$ cat src/hw/rtl/wdep_pkg.sv
// Shared constants, codes and handshake structs of the weighted-degree edge priority block.
// Used by the controller, the datapath and the top level; depends on nothing else.
package wdep_pkg;

  localparam int MAX_VERTICES = 64;
  localparam int MAX_EDGES    = 256;
  localparam int MAX_WEIGHT   = 64;
  localparam int MAX_DEGREE   = 4095;

  localparam int VTX_W      = 6;
  localparam int EIDX_W     = 8;
  localparam int ECNT_W     = 9;
  localparam int WGT_W      = 7;
  localparam int DEG_W      = 12;
  localparam int BKT_DEPTH  = MAX_DEGREE + 1;
  localparam int BCNT_W     = 7;
  localparam int PRI_W      = 13;
  localparam int VCNT_W     = 7;
  localparam int VCNT_RESET = 64;
  localparam int IN_DATA_W  = 32;
  localparam int OUT_DATA_W = 32;

  typedef enum logic [1:0] {
    FUNC_CLEAR  = 2'd0,
    FUNC_ADD    = 2'd1,
    FUNC_ADJUST = 2'd2,
    FUNC_SELECT = 2'd3
  } func_t;

  typedef enum logic [1:0] {
    STATUS_OK    = 2'd0,
    STATUS_EMPTY = 2'd1,
    STATUS_RANGE = 2'd2
  } status_t;

  typedef enum logic [3:0] {
    S_INIT,
    S_IDLE,
    S_EDGE_RD,
    S_VTX_RD,
    S_CHECK,
    S_BKT_RD,
    S_BKT_WR,
    S_CLR,
    S_CLR_WAIT,
    S_CLR_FIN,
    S_SEL,
    S_DRAIN,
    S_DONE
  } state_t;

  typedef struct packed {
    logic [WGT_W-1:0] weight;
    logic [VTX_W-1:0] second;
    logic [VTX_W-1:0] first;
  } edge_t;

  typedef struct packed {
    logic accept;
    logic init_wr;
    logic clr_rd;
    logic clr_fin;
    logic vtx_rd;
    logic check;
    logic bkt_rd;
    logic bkt_wr;
    logic scan_issue;
    logic done;
  } wdep_cmd_t;

  typedef struct packed {
    logic init_last;
    logic clr_last;
    logic err;
    logic no_change;
    logic step_last;
    logic sel_empty;
    logic scan_last;
    logic scan_busy;
    logic out_free;
  } wdep_stat_t;

endpackage

$ cat src/hw/rtl/wdep_ctrl.sv
// Sequencing state machine of the weighted-degree edge priority block.
// Depends on wdep_pkg; drives commands into wdep_dp and reads its status.
module wdep_ctrl (
  input  logic                clk,
  input  logic                rst,
  input  logic                in_valid,
  input  wdep_pkg::func_t     in_func,
  input  wdep_pkg::wdep_stat_t stat,
  output logic                in_ready,
  output wdep_pkg::wdep_cmd_t cmd
);

  import wdep_pkg::*;

  state_t state;
  state_t state_next;

  always_ff @(posedge clk) begin
    if (rst) begin
      state <= S_INIT;
    end else begin
      state <= state_next;
    end
  end

  always_comb begin
    state_next = state;
    unique case (state)
      S_INIT: begin
        if (stat.init_last) state_next = S_IDLE;
      end
      S_IDLE: begin
        if (in_valid) begin
          unique case (in_func)
            FUNC_CLEAR:  state_next = S_CLR;
            FUNC_ADD:    state_next = S_VTX_RD;
            FUNC_ADJUST: state_next = S_EDGE_RD;
            FUNC_SELECT: state_next = stat.sel_empty ? S_DONE : S_SEL;
            default:     state_next = S_IDLE;
          endcase
        end
      end
      S_EDGE_RD:  state_next = S_VTX_RD;
      S_VTX_RD:   state_next = S_CHECK;
      S_CHECK: begin
        state_next = (stat.err || stat.no_change) ? S_DONE : S_BKT_RD;
      end
      S_BKT_RD:   state_next = S_BKT_WR;
      S_BKT_WR: begin
        state_next = stat.step_last ? S_DONE : S_BKT_RD;
      end
      S_CLR: begin
        if (stat.clr_last) state_next = S_CLR_WAIT;
      end
      S_CLR_WAIT: state_next = S_CLR_FIN;
      S_CLR_FIN:  state_next = S_DONE;
      S_SEL: begin
        if (stat.scan_last) state_next = S_DRAIN;
      end
      S_DRAIN: begin
        if (!stat.scan_busy) state_next = S_DONE;
      end
      S_DONE: begin
        if (stat.out_free) state_next = S_IDLE;
      end
      default: state_next = S_IDLE;
    endcase
  end

  always_comb begin
    cmd      = '0;
    in_ready = 1'b0;
    unique case (state)
      S_INIT:     cmd.init_wr = 1'b1;
      S_IDLE: begin
        in_ready   = 1'b1;
        cmd.accept = in_valid;
      end
      S_EDGE_RD:  ;
      S_VTX_RD:   cmd.vtx_rd = 1'b1;
      S_CHECK:    cmd.check = 1'b1;
      S_BKT_RD:   cmd.bkt_rd = 1'b1;
      S_BKT_WR:   cmd.bkt_wr = 1'b1;
      S_CLR:      cmd.clr_rd = 1'b1;
      S_CLR_WAIT: ;
      S_CLR_FIN:  cmd.clr_fin = 1'b1;
      S_SEL:      cmd.scan_issue = 1'b1;
      S_DRAIN:    ;
      S_DONE:     cmd.done = stat.out_free;
      default:    ;
    endcase
  end

endmodule

$ cat config.mk
export PLATFORM = sky130hd
export DESIGN_NAME = wdep_ctrl
export DESIGN_NICKNAME = d
export VERILOG_FILES = /design/src/hw/rtl/wdep_pkg.sv /design/src/hw/rtl/wdep_ctrl.sv
export SDC_FILE = /design/constraint.sdc
export NUM_CORES = 1
export LEC_CHECK = 0
export ABC_AREA = 1
export BUFFER_PORTS_ARGS = -buffer_cell sky130_fd_sc_hd__buf_4
export CAP_MARGIN = 20
export CORE_AREA = 4 4 41 43
export CTS_BUF_LIST = sky130_fd_sc_hd__clkbuf_8 sky130_fd_sc_hd__clkbuf_16
export CTS_CLUSTER_SIZE = 30
export DETAILED_ROUTE_END_ITERATION = 10
export DIE_AREA = 0 0 45 47
export GPL_TIMING_DRIVEN = 0
export PLACE_DENSITY = 0.75
export SYNTH_ARGS = -nofsm -noshare
export SYNTH_HDL_FRONTEND = slang
export SYNTH_SLANG_ARGS = --single-unit
export TNS_END_PERCENT = 1
$ cat constraint.sdc
create_clock -name clk -period 2.47 [get_ports clk]
set_input_delay 0.494 -clock clk [delete_from_list [all_inputs] [get_ports clk]]
set_output_delay 0.494 -clock clk [all_outputs]
set_load 0.05 [all_outputs]
==> summary.md, run 1 <==
| Metric | Value |
|---|---|
| Worst setup path class | register to output pin |
| Rel. slew slack | about 72% |
| Worst hold margin | between 500 and 600 ps |
| Per-cell routed wire length | around 10 µm |
| Fmax achieved | roughly 520 MHz |
| Syn Nets | roughly 110 |
| Clock sinks | 4 |
| Initial antenna violation count | 0 |
| Status | complete, no violations |
| Synth Flop Type | dfxtp_1 |
| # setup viols final | 0 |
| Power Dens Cells | about 1100 mW/mm² |
| Clock Skew | approximately 1.2 ps |
| RSZ-0062 raised after global routing | no |
| Crit path arrival time | 1410 ps |
| Max cap viols | 0 |
| Clock latency on the worst-skew pair | ~210 ps |
| Max stage delay on crit path | roughly 360 ps |
| Most flops, register | state |
| Boundary Pins | 25 |
| Final TNS setup | 0 ps |
| Drt via density | 4.59 |
| Kind of end point of the critical path | output pin |
| Max reg flops | 4 |
| Cell variety after synth | 16 |
| Post-CTS sizing | 0 |
| Largest net degree at the start of global routing | 8 |
| Area after DPL | 703 µm² |
| Crit path required time | a little under 2000 ps |
| Vias in the first global route | about 600 |
| Tmin final | 1910 ps |
| Post-Route Utilization | a little under three fifths |
| Most numerous cell in the Yosys netlist | nand2_1 |
| Antenna Diode Count | 0 |
| Worst-path clk slew | ~30 ps |
| Pre-CTS worst setup slack | about 790 ps |
| Tightest Pin Transition | between 400 and 500 ps |
| Fin. Hold Viols | 0 |
| Final instance area | ~740 µm² |
| FFs w/ async S/R, synth | 0% |
| Post-route clock period utilization | between 70 and 80% |
| Biggest regs | state: 4 flops |
| Die footprint | 0.00212 mm² |
| Floorplan row count | 13 |
| Iteration-0 DRC count of the detailed router | 9 |
| CTS max path bufs | 2 |
| Die outline height | around 47 µm |
| Die Width | approximately 45 µm |
| Synth Register Bits | 4 |
| H-tree depth | 1 |
| Maximum VDD drop | 0.639 mV |
| Total grt overflow | 0 |
| CTS Buf Count | 3 |
| HP Class | input pin to register |
| Detail Placement HPWL | roughly 1.2 mm |
| TritonRoute pass-1 iters | 4 |
| Post-Syn Area | 504 µm² |
| GRT Total Usage | about 15% |
| Fin worst setup slack | about 560 ps |
| First-pass GRT wire length | roughly 2.2 mm |
| # hold bufs at CTS | 0 |
| DRT Wirelength | between 1 and 1.5 mm |
| Mapped Cells | roughly 100 |
| DRC Markers | 0 |
| Core box area | 0.00130 mm² |
| Leading area contributor after synthesis | nand2_1 |
| Main area contributors after synthesis | nand2_1 21%, dfxtp_1 16%, nor2_1 14%, inv_1 11%, nand3_1 8.9% |
| CP Cell Sequence | nor2_1 > inv_1 > nor3_1 > buf_4 |
| Startpoint Class | register |
| Syn Area/Cell | between 5 and 6 µm² |
| Port Buffers | 24 |
| Maximum fanout along the worst path | 6 |
| CP max-delay cell | nor2_1 |
| Synth warnings | 0 |
| Post-CTS Setup Inserts | 0 |
| Via count | between 600 and 700 |
| Number of nets still failing antenna checks after routing | 0 |
| Area grow syn2layout | 47.6% |
| Max Slew Vio Count | 0 |
| GPL Wtd Cong | 0.849 |
| Share of cells above drive strength 1 | between 20% and 30% |
| Starting Density | a little under 40% |
| Fill cells | between 150 and 200 |
| Fin nets | about 140 |
| Leak Pwr | around 0.46 nW |
| CTS root buf | clkbuf_8 |
| Synth top area share | 20.8% |
| CTS tree | built |
| Seq/Total Area, Yosys | 15.9% |
| Number of enable flip-flop cells after synthesis | 0 |
| Synth top cells by count | 28 x nand2_1, 19 x nor2_1, 15 x inv_1 |
## cells in the final DEF (no fill, tap or decap)
cell      instances
nand2_1          28
buf_4            24
nor2_1           19
inv_1            15
nand3_1           9
nand3b_1          4
dfxtp_1           4
nor2_2            3
inv_2             3
o21ai_0           3
a21oi_1           3
clkbuf_8          3
nand2_2           2
nor3_1            2
nor2_4            1
nand2_4           1
o21ai_1           1
nand4_1           1
## path summary, 6_finish.rpt
| kind | from | endpoint | slack [ps] | cells past startpoint |
|---|---|---|---|---|
| max | state[1] | cmd[0] | 560 | 4 |
| min | rst | state[0] | 560 | 4 |
| max reg2reg | state[1] | state[2] | 1120 | 8 |
| min reg2reg | state[1] | state[1] | 560 | 2 |
## cell families after synthesis
logic type / Yosys count / share of synthesized area, %
compound gates: 7 / 6.95
flops: 4 / 15.9
simple gates: 70 / 63.8
buf+inv: 18 / 13.4
## critical path, delay by kind of cell (launching register included)
| kind | cells | cell delay [ps] |
|---|---|---|
| flip-flops | 1 | 340 |
| AND/OR/NAND/NOR | 2 | 510 |
| buffers and inverters | 2 | 350 |
## per-layer routing
| metal | wire length (µm) | global-route usage [%] |
|---|---|---|
| met1 | 620 | 17.0 |
| met4 | 0 | 9.36 |
| met5 | 0 | 0 |
| met2 | 684 | 24.3 |
| met3 | 109 | 2.68 |
## area by class of cell
type | count | area, µm² | area share [%]
sequential | 4 | 80.1 | 10.8
inverter | 18 | 67.6 | 9.08
tap | 15 | 18.8 | 2.52
timing repair buffer | 24 | 180 | 24.2
multi-input combinational | 77 | 357 | 47.9
clock buffer | 3 | 41.3 | 5.55
## through the flow
step                power (W)  std cells
global route         0.000891        141
finish               0.000819        141
CTS                  0.000824        141
floorplan            0.000544         99
global placement     0.000682        138
detailed placement   0.000685        138
## power by group
group          internal, W  leakage (nW)  switching [W]
Sequential       0.0000891        0.0332      0.0000338
Clock             0.000104        0.0216      0.0000302
Combinational     0.000176         0.401       0.000387
(Power assumes the default switching activity.)
==> run 2: changes to the inputs <==
Clock period 2.47 ns to 1.9 ns, I/O delays scaled along.
==> run 2 against run 1 <==
  * Final cell count unchanged
  * Sequential share of layout area down 0.072 points
  * Design area up 0.67%
  * Die area unchanged
  * Setup slack worse by 440 ps
  * Flip-flop and latch count unchanged
  * Global-route usage up 1.2 points
  * Clock-buffer cell count unchanged
  * Via count up 5.3%
  * Register-to-register slack worse by 540 ps
  * Non-clock buffer count unchanged
  * Combinational power up 31%
  * Critical path type unchanged
==> summary.md, run 2 (synthesis gave the netlist of run 1 again) <==
| Metric | Value |
|---|---|
| Detail Placement HPWL | 1.25 mm (+4.1%) |
| Power Total | 0.00107 W (+31%) |
| Rel. slew slack | 74.0% (+1.6 points) |
| Maximum VDD drop | 0.789 mV (+24%) |
| Worst Hold Endpoint | state[0] |
| Post-route clock period utilization | 93.6% |
| Fin. Hold Viols | 0 (unchanged) |
| Buf/Inv on CP | 2 (unchanged) |
| Worst setup path class | register to output pin |
| Hold_sp | rst |
| TritonRoute pass-1 iters | 4 (unchanged) |
| Crit path required time | 1520 ps (-460 ps) |
| Fin nets | 142 (unchanged) |
| Area grow syn2layout | 48.6% |
| Tmin final | 1780 ps |
| Leak Pwr | 0.457 nW (+0.10%) |
| Stages on worst setup path | 4 (unchanged) |
| CTS Buf Count | 3 (unchanged) |
| Crit path arrival time | 1400 ps (about the same) |
| Boundary Pins | 25 (unchanged) |
| First-pass GRT wire length | 2.39 mm (+6.8%) |
| # hold bufs at CTS | 0 (unchanged) |
| Iteration-0 DRC count of the detailed router | 13 (+4) |
| Largest net degree at the start of global routing | 8 (unchanged) |
| Port Buffers | 24 (unchanged) |
| Floorplan row count | 13 (unchanged) |
| Kind of end point of the critical path | output pin |
| Max Slew Vio Count | 0 (unchanged) |
| Tightest Pin Transition | 389 ps (-23.7 ps) |
| Maximum fanout along the worst path | 6 (unchanged) |
| Register area | 80.1 µm² (unchanged) |
| Commonest non-fill, non-tap cells in the layout | 28 x nand2_1, 24 x buf_4, 19 x nor2_1 |
| Placed insts | 138 (unchanged) |
| Die outline height | 47 µm (unchanged) |
| Share of cells above drive strength 1 | 30.2% (+0.79 points) |
| Worst reg2reg startpoint | state[2] |
| Total grt overflow | 0 (unchanged) |
| GRT Total Usage | 15.7% (+1.2 points) |
| Clock latency on the worst-skew pair | 210 ps (about the same) |
| Initial antenna violation count | 0 (unchanged) |
| Drt via density | 4.83 (+5.3%) |
| Clock sinks | 4 (unchanged) |
| Fill cells | 142 (-7.8%) |
| Reg2Reg Setup Slack | 580 ps (-540 ps) |
| Clock Skew | 0.846 ps (-0.382 ps) |
| CP max-delay cell | dfxtp_1 |
| Max stage delay on crit path | 340 ps (-20 ps) |
| RSZ-0062 raised after global routing | no |
| Via count | 681 (+5.3%) |
| Status | complete, no violations |
| Power Dens Cells | 1430 mW/mm² (+30%) |
| Reg2reg path depth | 9 (+1) |
| Max cap viols | 0 (unchanged) |
| Die footprint | 0.00212 mm² (unchanged) |
| Multi-input gate area | 362 µm² (+1.4%) |
| Commonest non-fill, non-tap cell in the layout | nand2_1 |
| DRT Wirelength | 1.44 mm (+1.6%) |
| Most flops, register | state |
| HP Class | input pin to register |
| Worst-path clk slew | 30 ps (about the same) |
| CTS max path bufs | 2 (unchanged) |
| DRC Markers | 0 (unchanged) |
| CTS tree | built |
| Delay-heaviest family, CP | simple AND/OR/NAND/NOR gates |
| Post-CTS Setup Inserts | 0 (unchanged) |
| Biggest regs | state: 4 flops |
| GPL Wtd Cong | 0.861 (+1.5%) |
| Per-cell routed wire length | 10.2 µm (+1.6%) |
| Vias in the first global route | 594 (+0.51%) |
| Antenna Diode Count | 0 (unchanged) |
| Final cell count without fillers | 141 (unchanged) |
| Worst Hold Depth | 4 (unchanged) |
| Number of nets still failing antenna checks after routing | 0 (unchanged) |
| Final TNS setup | 0 ps (unchanged) |
| H-tree depth | 1 (unchanged) |
| # setup viols final | 0 (unchanged) |
| Max reg flops | 4 (unchanged) |
| Core box area | 0.00130 mm² (unchanged) |
| Worst flop-to-flop path endpoint | state[2] |
| Starting Density | 38.8% (unchanged) |
| Critical Path Most Common Cell | nor2_1 |
| Die Width | 45 µm (unchanged) |
| CP Cell Sequence | nor2_1 > inv_1 > nor2_1 > buf_4 |
| Startpoint Class | register |
| Fmax achieved | between 500 and 600 MHz |
| Post-CTS sizing | 0 (unchanged) |
| CTS root buf | clkbuf_8 |
[run 2: layout make-up]
type,count,share of cell area [%]
clock buffer,3,5.51
inverter,18,9.02
multi-input combinational,77,48.2
sequential,4,10.7
tap,15,2.50
timing repair buffer,24,24.0
[run 2: worst reg2reg max path: cells and delay by family (launching register included)]
kind	cells	cell delay [ps]
buffers and inverters	1	90
DFF	1	380
and+or+nand+nor	8	750
[run 2: where the power goes]
part / switching, W / total (W) / internal, W
Clock: 0.0000393 / 0.000174 / 0.000135
Sequential: 0.0000421 / 0.000158 / 0.000116
Combinational: 0.000511 / 0.000739 / 0.000228
Total: 0.000592 / 0.00107 / 0.000479
[run 2: worst max path at each step]
stage                         from     end  slack (ps)
after CTS                 state[1]  cmd[4]         130
after global placement    state[1]  cmd[4]         370
after floorplan           state[3]  cmd[1]         -50
after global routing      state[1]  cmd[4]          40
after detailed placement  state[1]  cmd[0]         360
final                     state[1]  cmd[4]         120
[run 2: per-stage QoR]
stage               hold slack (ps)  setup WS, ps  utilization, %  cell area, µm²
floorplan                       527         -51.6               -             509
global placement                557           367            54.4             708
detailed placement              558           360            54.4             708
CTS                             436           134            57.6             749
global route                    477          37.7            57.6             749
finish                          437           121            57.6             749
[run 2: routing by layer]
| metal | track usage, % | wire (µm) | up-vias |
|---|---|---|---|
| li1 | - | - | 360 |
| met1 | 18.4 | 620 | 299 |
| met2 | 27.4 | 728 | 18 |
| met3 | 1.15 | 58 | 4 |
| met4 | 10.5 | 29 | 0 |
| met5 | 0 | 0 | - |
